[src/rtl/core/eit_pkg.sv]
// ----------------------------------------------------------------------------
// Editable input tape package
// Tape size, derived widths, command codes and sequencer states.
// ----------------------------------------------------------------------------
package eit_pkg;

  localparam int TAPE_CELLS = 64;
  localparam int IDX_W      = $clog2(TAPE_CELLS);
  localparam int CNT_W      = $clog2(TAPE_CELLS + 1);
  localparam int POS_W      = 7;
  localparam int SYM_W      = 8;
  localparam int CODE_W     = 8;
  localparam int MODE_W     = 3;

  localparam logic [CNT_W-1:0] TAPE_LIM = CNT_W'(TAPE_CELLS);

  typedef enum logic [MODE_W-1:0] {
    MODE_CLEAR     = 3'd0,
    MODE_LEFT      = 3'd1,
    MODE_RIGHT     = 3'd2,
    MODE_BACKSPACE = 3'd3,
    MODE_INSERT    = 3'd4,
    MODE_START_RUN = 3'd5,
    MODE_RUN_STEP  = 3'd6
  } mode_t;

  typedef enum logic [2:0] {
    S_IDLE,
    S_EXEC,
    S_SHIFT,
    S_LOOK,
    S_RESP
  } seq_state_t;

endpackage

[src/rtl/core/eit_cmd_if.sv]
// ----------------------------------------------------------------------------
// Command channel
// Valid/ready channel carrying one edit or run command word.
// ----------------------------------------------------------------------------
interface eit_cmd_if;
  logic                          valid;
  logic                          ready;
  logic [eit_pkg::MODE_W-1:0]    mode;
  logic [eit_pkg::SYM_W-1:0]     symbol;
  logic                          symbol_allowed;
  logic [eit_pkg::CODE_W-1:0]    state_code;

  modport source (output valid, mode, symbol, symbol_allowed, state_code, input ready);
  modport sink   (input valid, mode, symbol, symbol_allowed, state_code, output ready);
endinterface

[src/rtl/core/eit_res_if.sv]
// ----------------------------------------------------------------------------
// Result channel
// Valid/ready channel carrying one tape status word.
// ----------------------------------------------------------------------------
interface eit_res_if;
  logic                          valid;
  logic                          ready;
  logic [eit_pkg::POS_W-1:0]     cursor;
  logic [eit_pkg::POS_W-1:0]     length;
  logic [eit_pkg::SYM_W-1:0]     read_symbol;
  logic [eit_pkg::CODE_W-1:0]    machine_state;
  logic                          run_done;
  logic                          can_run;

  modport source (output valid, cursor, length, read_symbol, machine_state, run_done,
                  can_run, input ready);
  modport sink   (input valid, cursor, length, read_symbol, machine_state, run_done,
                  can_run, output ready);
endinterface

[src/rtl/core/editable_input_tape_core.sv]
// ----------------------------------------------------------------------------
// Editable input tape core
// Symbol tape in a one-read, one-write memory with cursor, length and machine
// state, edited and stepped by one command word at a time.
// ----------------------------------------------------------------------------
// One command word is taken at a time; cmd.ready is high only while the core
// is idle and out of reset. Clear, left, right, start run, run step, the
// unused code and refused edits go from acceptance through the exec and look
// states before the result word is offered on res. A backspace or insert
// that changes the tape also passes through the shift state, which moves the
// tail of the tape one cell per cycle through the tape memory (one read and
// one write a cycle). The memory has no reset; cells at or past the length
// are never shown.
module editable_input_tape_core (
  input logic       clk,
  input logic       rst,
  eit_cmd_if.sink   cmd,
  eit_res_if.source res
);

  localparam int IDX_W = eit_pkg::IDX_W;
  localparam int CNT_W = eit_pkg::CNT_W;
  localparam int SYM_W = eit_pkg::SYM_W;

  logic [SYM_W-1:0] mem [eit_pkg::TAPE_CELLS];

  eit_pkg::seq_state_t state, state_next;

  logic [CNT_W-1:0]           pos, pos_next;
  logic [CNT_W-1:0]           fill, fill_next;
  logic [eit_pkg::CODE_W-1:0] mstate, mstate_next;
  logic                       done, done_next;
  logic                       hit, hit_next;
  logic                       pend, pend_next;
  logic [CNT_W-1:0]           src, src_next;
  logic [CNT_W-1:0]           rem, rem_next;
  logic [IDX_W-1:0]           dst, dst_next;

  logic [eit_pkg::MODE_W-1:0] op;
  logic [SYM_W-1:0]           sym;
  logic                       allowed;
  logic [eit_pkg::CODE_W-1:0] code;

  logic             rd_en;
  logic [IDX_W-1:0] rd_addr;
  logic [SYM_W-1:0] rd_data;
  logic             wr_en;
  logic [IDX_W-1:0] wr_addr;
  logic [SYM_W-1:0] wr_data;

  logic             bs_ok;
  logic             ins_ok;
  logic             is_ins;
  logic [CNT_W-1:0] span;
  logic [CNT_W-1:0] step_pos;

  always_ff @(posedge clk) begin
    if (wr_en) begin
      mem[wr_addr] <= wr_data;
    end
    if (rd_en) begin
      rd_data <= mem[rd_addr];
    end
  end

  always_ff @(posedge clk) begin
    if (rst) begin
      state  <= eit_pkg::S_IDLE;
      pos    <= '0;
      fill   <= '0;
      mstate <= '0;
      done   <= 1'b0;
      hit    <= 1'b0;
      pend   <= 1'b0;
    end else begin
      state  <= state_next;
      pos    <= pos_next;
      fill   <= fill_next;
      mstate <= mstate_next;
      done   <= done_next;
      hit    <= hit_next;
      pend   <= pend_next;
    end
  end

  always_ff @(posedge clk) begin
    src <= src_next;
    rem <= rem_next;
    dst <= dst_next;
    if (cmd.valid && cmd.ready) begin
      op      <= cmd.mode;
      sym     <= cmd.symbol;
      allowed <= cmd.symbol_allowed;
      code    <= cmd.state_code;
    end
  end

  assign bs_ok  = (fill != '0) && (pos != '0) && (pos <= fill);
  assign ins_ok = (fill < eit_pkg::TAPE_LIM) && (pos < eit_pkg::TAPE_LIM) &&
                  (pos <= fill) && allowed;
  assign is_ins = (op == eit_pkg::MODE_INSERT);
  assign span   = fill - pos;
  assign step_pos = (pos < eit_pkg::TAPE_LIM) ? pos + 1'b1 : pos;

  always_comb begin
    state_next  = state;
    pos_next    = pos;
    fill_next   = fill;
    mstate_next = mstate;
    done_next   = done;
    hit_next    = hit;
    pend_next   = pend;
    src_next    = src;
    rem_next    = rem;
    dst_next    = dst;
    rd_en       = 1'b0;
    rd_addr     = src[IDX_W-1:0];
    wr_en       = 1'b0;
    wr_addr     = dst;
    wr_data     = rd_data;
    cmd.ready   = 1'b0;
    res.valid   = 1'b0;

    unique case (state)
      eit_pkg::S_IDLE: begin
        cmd.ready = !rst;
        if (cmd.valid && !rst) begin
          state_next = eit_pkg::S_EXEC;
        end
      end

      eit_pkg::S_EXEC: begin
        state_next = eit_pkg::S_LOOK;
        done_next  = 1'b0;
        pend_next  = 1'b0;
        case (op)
          eit_pkg::MODE_CLEAR: begin
            pos_next  = '0;
            fill_next = '0;
          end
          eit_pkg::MODE_LEFT: begin
            if (pos != '0) begin
              pos_next = pos - 1'b1;
            end
          end
          eit_pkg::MODE_RIGHT: begin
            if (pos < fill) begin
              pos_next = pos + 1'b1;
            end
          end
          eit_pkg::MODE_BACKSPACE: begin
            if (bs_ok) begin
              state_next = eit_pkg::S_SHIFT;
              src_next   = pos;
              rem_next   = span;
            end
          end
          eit_pkg::MODE_INSERT: begin
            if (ins_ok) begin
              state_next = eit_pkg::S_SHIFT;
              src_next   = fill - 1'b1;
              rem_next   = span;
            end
          end
          eit_pkg::MODE_START_RUN: begin
            mstate_next = code;
            pos_next    = '0;
          end
          eit_pkg::MODE_RUN_STEP: begin
            mstate_next = code;
            pos_next    = step_pos;
            done_next   = (step_pos >= fill);
          end
          default: begin
          end
        endcase
      end

      eit_pkg::S_SHIFT: begin
        if (rem != '0) begin
          rd_en     = 1'b1;
          src_next  = is_ins ? src - 1'b1 : src + 1'b1;
          rem_next  = rem - 1'b1;
          pend_next = 1'b1;
          dst_next  = is_ins ? src[IDX_W-1:0] + 1'b1 : src[IDX_W-1:0] - 1'b1;
        end else begin
          pend_next = 1'b0;
        end
        if (pend) begin
          wr_en = 1'b1;
        end
        if ((rem == '0) && !pend) begin
          state_next = eit_pkg::S_LOOK;
          if (is_ins) begin
            wr_en     = 1'b1;
            wr_addr   = pos[IDX_W-1:0];
            wr_data   = sym;
            pos_next  = pos + 1'b1;
            fill_next = fill + 1'b1;
          end else begin
            pos_next  = pos - 1'b1;
            fill_next = fill - 1'b1;
          end
        end
      end

      eit_pkg::S_LOOK: begin
        hit_next   = (pos < fill);
        rd_en      = (pos < fill);
        rd_addr    = pos[IDX_W-1:0];
        state_next = eit_pkg::S_RESP;
      end

      eit_pkg::S_RESP: begin
        res.valid = 1'b1;
        if (res.ready) begin
          state_next = eit_pkg::S_IDLE;
        end
      end

      default: begin
        state_next = eit_pkg::S_IDLE;
      end
    endcase
  end

  assign res.cursor        = eit_pkg::POS_W'(pos);
  assign res.length        = eit_pkg::POS_W'(fill);
  assign res.read_symbol   = hit ? rd_data : '0;
  assign res.machine_state = mstate;
  assign res.run_done      = done;
  assign res.can_run       = (fill != '0);

endmodule

[src/flat_wrapper.sv]
// flat-port wrapper written by rule: the top's interface ports become plain ports
module editable_input_tape_core_flat 
  (clk, rst, cmd_valid, cmd_mode, cmd_symbol, cmd_symbol_allowed, cmd_state_code, cmd_ready, res_valid, res_cursor, res_length, res_read_symbol, res_machine_state, res_run_done, res_can_run, res_ready);
  eit_cmd_if cmd_i ();
  eit_res_if res_i ();
  input logic clk;
  input logic rst;
  input wire logic [$bits(cmd_i.valid)-1:0] cmd_valid;
  input wire logic [$bits(cmd_i.mode)-1:0] cmd_mode;
  input wire logic [$bits(cmd_i.symbol)-1:0] cmd_symbol;
  input wire logic [$bits(cmd_i.symbol_allowed)-1:0] cmd_symbol_allowed;
  input wire logic [$bits(cmd_i.state_code)-1:0] cmd_state_code;
  output wire logic [$bits(cmd_i.ready)-1:0] cmd_ready;
  output wire logic [$bits(res_i.valid)-1:0] res_valid;
  output wire logic [$bits(res_i.cursor)-1:0] res_cursor;
  output wire logic [$bits(res_i.length)-1:0] res_length;
  output wire logic [$bits(res_i.read_symbol)-1:0] res_read_symbol;
  output wire logic [$bits(res_i.machine_state)-1:0] res_machine_state;
  output wire logic [$bits(res_i.run_done)-1:0] res_run_done;
  output wire logic [$bits(res_i.can_run)-1:0] res_can_run;
  input wire logic [$bits(res_i.ready)-1:0] res_ready;
  assign cmd_i.valid = cmd_valid;
  assign cmd_i.mode = cmd_mode;
  assign cmd_i.symbol = cmd_symbol;
  assign cmd_i.symbol_allowed = cmd_symbol_allowed;
  assign cmd_i.state_code = cmd_state_code;
  assign cmd_ready = cmd_i.ready;
  assign res_valid = res_i.valid;
  assign res_cursor = res_i.cursor;
  assign res_length = res_i.length;
  assign res_read_symbol = res_i.read_symbol;
  assign res_machine_state = res_i.machine_state;
  assign res_run_done = res_i.run_done;
  assign res_can_run = res_i.can_run;
  assign res_i.ready = res_ready;
  editable_input_tape_core u_core (.clk(clk), .rst(rst), .cmd(cmd_i), .res(res_i));
endmodule
[config.mk]
export PLATFORM = sky130hd
export DESIGN_NAME = editable_input_tape_core_flat
export DESIGN_NICKNAME = d
export VERILOG_FILES = /design/src/rtl/core/eit_pkg.sv /design/src/rtl/core/eit_cmd_if.sv /design/src/rtl/core/eit_res_if.sv /design/src/rtl/core/editable_input_tape_core.sv /design/src/flat_wrapper.sv
export SDC_FILE = /design/constraint.sdc
export NUM_CORES = 1
export LEC_CHECK = 0
export ABC_CLOCK_PERIOD_IN_PS = 8000
export BUFFER_PORTS_ARGS = -buffer_cell sky130_fd_sc_hd__buf_2
export CAP_MARGIN = 20
export CORE_AREA = 2 2 214 216
export DETAILED_ROUTE_END_ITERATION = 8
export DIE_AREA = 0 0 216 218
export PLACE_DENSITY = 0.77
export SLEW_MARGIN = 20
export SYNTH_ARGS = -nofsm -noshare
export SYNTH_HDL_FRONTEND = slang
export SYNTH_SLANG_ARGS = --single-unit
export TNS_END_PERCENT = 10
[constraint.sdc]
create_clock -name clk -period 8 [get_ports clk]
set_input_delay 1.2 -clock clk [delete_from_list [all_inputs] [get_ports clk]]
set_output_delay 1.2 -clock clk [all_outputs]
set_load 0.05 [all_outputs]
==> results.md <==
- Final Instance Area: 29600 sq um
- Worst-path fanout max: 30
- Reg clk slew, reported paths: 60 ps
- Flops & latches, synth: 587
- Synthesized area per cell: 14.5 sq um
- Core ar.: 44900 sq um
- Die H: 218 microns
- Worst hold margin: 480 ps
- Required time of the worst setup path: 8230 ps
- Synth Cell Area: 27000 sq um
- Async SR Flop Fraction: 0%
- Buffers on Ports: 57
- Dpl ws: 3590 ps
- Fmax achieved: 0.222 GHz
- Final nets: 1941
- Die area: 47100 sq um
- DP HPWL: 38.7 mm
- GRT Overall Usage: 26.8%
- Final worst slack: 3500 ps
- Crit path capture type: flop
- Post-layout util: 66.0%
- Layout area overhead: 9.69%
- Sequential-to-total area share from yosys stat: 64.3%
- Global-route wire length before repair: 95.4 mm
- Top-area cell type share of the netlist area: 62.2%
- Reg area: 17400 sq um
- Initial Util: 60.1%
- Hold/Removal Path Class: flop to flop
- Mux cell area share after synthesis: 17.8%
- Least-Margin Pin Slew: 1030 ps
- Largest net degree at the start of global routing: 161
- Vias: 16060
- Root Buffer: clkbuf_16
- Initial DRT Pass Iterations: 6
- Adder-cell share of the synthesized area: 1.57%
- Xor/xnor share of the synthesized area: 1.17%
- Site row count: 78
- Wire per inst: 24.6 microns
- YS warnings: 0
- Area of the multi-input gates: 9040 sq um
- Hold-fix buffers, CTS: 0
- Max cap viols: 0
- Final hold vios: 0
- GPL Wtd Cong: 0.905
- DRC: 0
- Simple-gate share of the synthesized area: 5.45%
- Dominant cells by area after synthesis: edfxtp_1 (62%), mux2i_1 (16%), dfxtp_1 (2.1%)
- Max Buffers Root-to-Sink: 3
- ANT nets after route: 0
- Final WL: 62.4 mm
- Comb pwr share: 15.6%
- Clk_lat worst skew: 620 ps
- Compound-cell area share of the yosys netlist: 7.37%
- Post-CTS setup repair buffer count: 0
- Final min period: 4500 ps
- GRT overflow: 0
- DRT iter0 DRCs: 1776
- Int Pwr: 0.00550 W
- Main combinational cell family by area after synthesis: multiplexers
- Register share of total power: 47.6%
- Net Count, Synth: 1924
- Crit path DAT: 4740 ps
- Initial antenna violation count: 0
- Final period util: 56.3%
- Switching Share: 26.1%
- Antenna diodes: 0
- Filler cells: 3166
- RSZ-0062 raised after global routing: false
- Layout cells sized above 1: 11.4%
- Maximum VDD drop: 0.205 mV
- Setup TNS: 0 ps
- Syn Inst Count: 1868
- Clock buffer count from CTS: 57
- Vias per cell: 6.34
- Clk sinks: 587
- Yosys top cell by area: edfxtp_1
- Net Switching: 0.00195 W
- Vias in the first global route: 15904
- Distinct cell type count after synthesis: 66
- Clk pwr share: 36.8%
- EDFF count, synth: 559
- H-tree Lvls: 2
- R2r setup slk: 3500 ps
- Dominant synthesized flop cell: edfxtp_1
- Outcome: completed
- Slew Limit Headroom: 31.1%
- Pwr dens: 252 nW/um^2
- Worst setup SP type: flop
- Final setup vio count: 0
- Leak pwr: 10.8 nW
- Worst setup path class: flop to flop
- Die X: 216 microns
- CTS resizes: 0
- Clk_skew: 20.9 ps
- Final Max Slew Viols: 0
- CTS tree: yes
- Placed Area: 27700 sq um
- I/O Pins: 58
## power by group through the flow
stage	Sequential (W)	Clock [W]	Combinational, W
3_5_place_dp	0.00361	0	0.00114
5_1_grt	0.00355	0.00290	0.00124
6_report	0.00355	0.00274	0.00116
2_1_floorplan	0.00358	0	0.000837
3_3_place_gp	0.00361	0	0.00112
4_1_cts	0.00355	0.00277	0.00114
## cells in the mapped netlist, drive strengths merged (2+ instances only)
library cell and instances:
nand3b 4, buf 62, nand2 48, a211oi 40, nand4 5, o21a 7
nor4 4, fa 3, nor3b 4, a21oi 72, or3 13, clkbuf 54
nand3 15, xnor2 27, a311oi 7, a21o 12, xor2 9, nor3 17
clkinv 2, nand2b 8, or3b 3, o22a 9, a31o 2, nand4b 2
o221ai 9, o21ai 34, o32ai 3, a22oi 2, mux2 41, dfxtp 28
o21bai 3, a221oi 34, inv 30, ha 29, o22ai 34, o21ba 2
a31oi 7, nor2 124, nor2b 39, and2 10, mux2i 432, o31ai 2
o211ai 7, o31a 2, edfxtp 559
## worst max-delay path, cell delays in order, from the launching register on
cell and delay, ps:
edfxtp_1 380, inv_1 100, ha_1 190, or3b_4 430
nor4_4 440, nand3_2 700, a21oi_1 630, nand3_1 490
nor2_1 760
## per-stage QoR
step           instances  total power [W]
2_1_floorplan       1868          0.00442
3_3_place_gp        2426          0.00473
3_5_place_dp        2426          0.00475
4_1_cts             2532          0.00746
5_1_grt             2532          0.00769
6_report            2532          0.00745
## worst paths after layout
kind	depth (start not counted)	startpoint	to
setup reg to reg	8	u_core.rem[0]	u_core.mem[46][0]
hold reg to reg	2	u_core.code[2]	u_core.res.machine_state[2]
hold / removal	2	u_core.code[2]	u_core.res.machine_state[2]
setup / recovery	8	u_core.rem[0]	u_core.mem[46][0]
## layer usage
layer / part of all wire, % / routed length, microns / GRT usage (%) / up-vias
met3: 8.9 / 5570 / 5.66 / 152
met5: 0 / 0 / 0 / -
met4: 3.5 / 2180 / 8.84 / 0
met2: 47 / 29300 / 43.1 / 773
li1: - / - / - / 7265
met1: 41 / 25300 / 36.8 / 7870
## sequential cells by signal, indices dropped and copies added (netlist names)
register / cells
u_core.state: 3
u_core.res.cursor: 7
u_core.rem: 7
u_core.dst: 6
u_core.code: 8
u_core.hit: 1
u_core.rd_data: 8
u_core.allowed: 1
u_core.res.run_done: 1
u_core.res.length: 7
u_core.pend: 1
u_core.src: 6
u_core.sym: 8
u_core.mem: 512
u_core.op: 3
u_core.res.machine_state: 8
## cell families after synthesis
| group | Yosys count |
|---|---|
| compound gates | 294 |
| buf+inv | 148 |
| xor+xnor | 36 |
| mux | 473 |
| flops | 587 |
| simple gates | 298 |
| fa+ha+maj | 32 |
## final cells by class
type | instances | area share, %
Sequential cell | 587 | 58.6
Timing Repair Buffer | 74 | 1.48
Multi-Input combinational cell | 1133 | 30.5
Tap cell | 600 | 2.53
Inverter | 32 | 0.406
Clock inverter | 42 | 1.55
Clock buffer | 64 | 4.91
## layout by cell type (no fill, tap or decap), drive strengths merged, types with 8 or more instances in the layout
master	n
nand2	48
ha	29
xor2	9
clkinv	24
o22a	9
nor2	124
a21oi	72
or3	13
o21ai	34
mux2	41
nor3	17
xnor2	27
inv	31
nand3	15
clkinvlp	10
o22ai	34
dfxtp	28
a21o	12
buf	74
a221oi	34
o221ai	9
clkbuf	64
and2	10
bufinv	9
a211oi	40
mux2i	432
edfxtp	559
nor2b	39
nand2b	8
No activity file was read; power rests on OpenSTA's default activity.
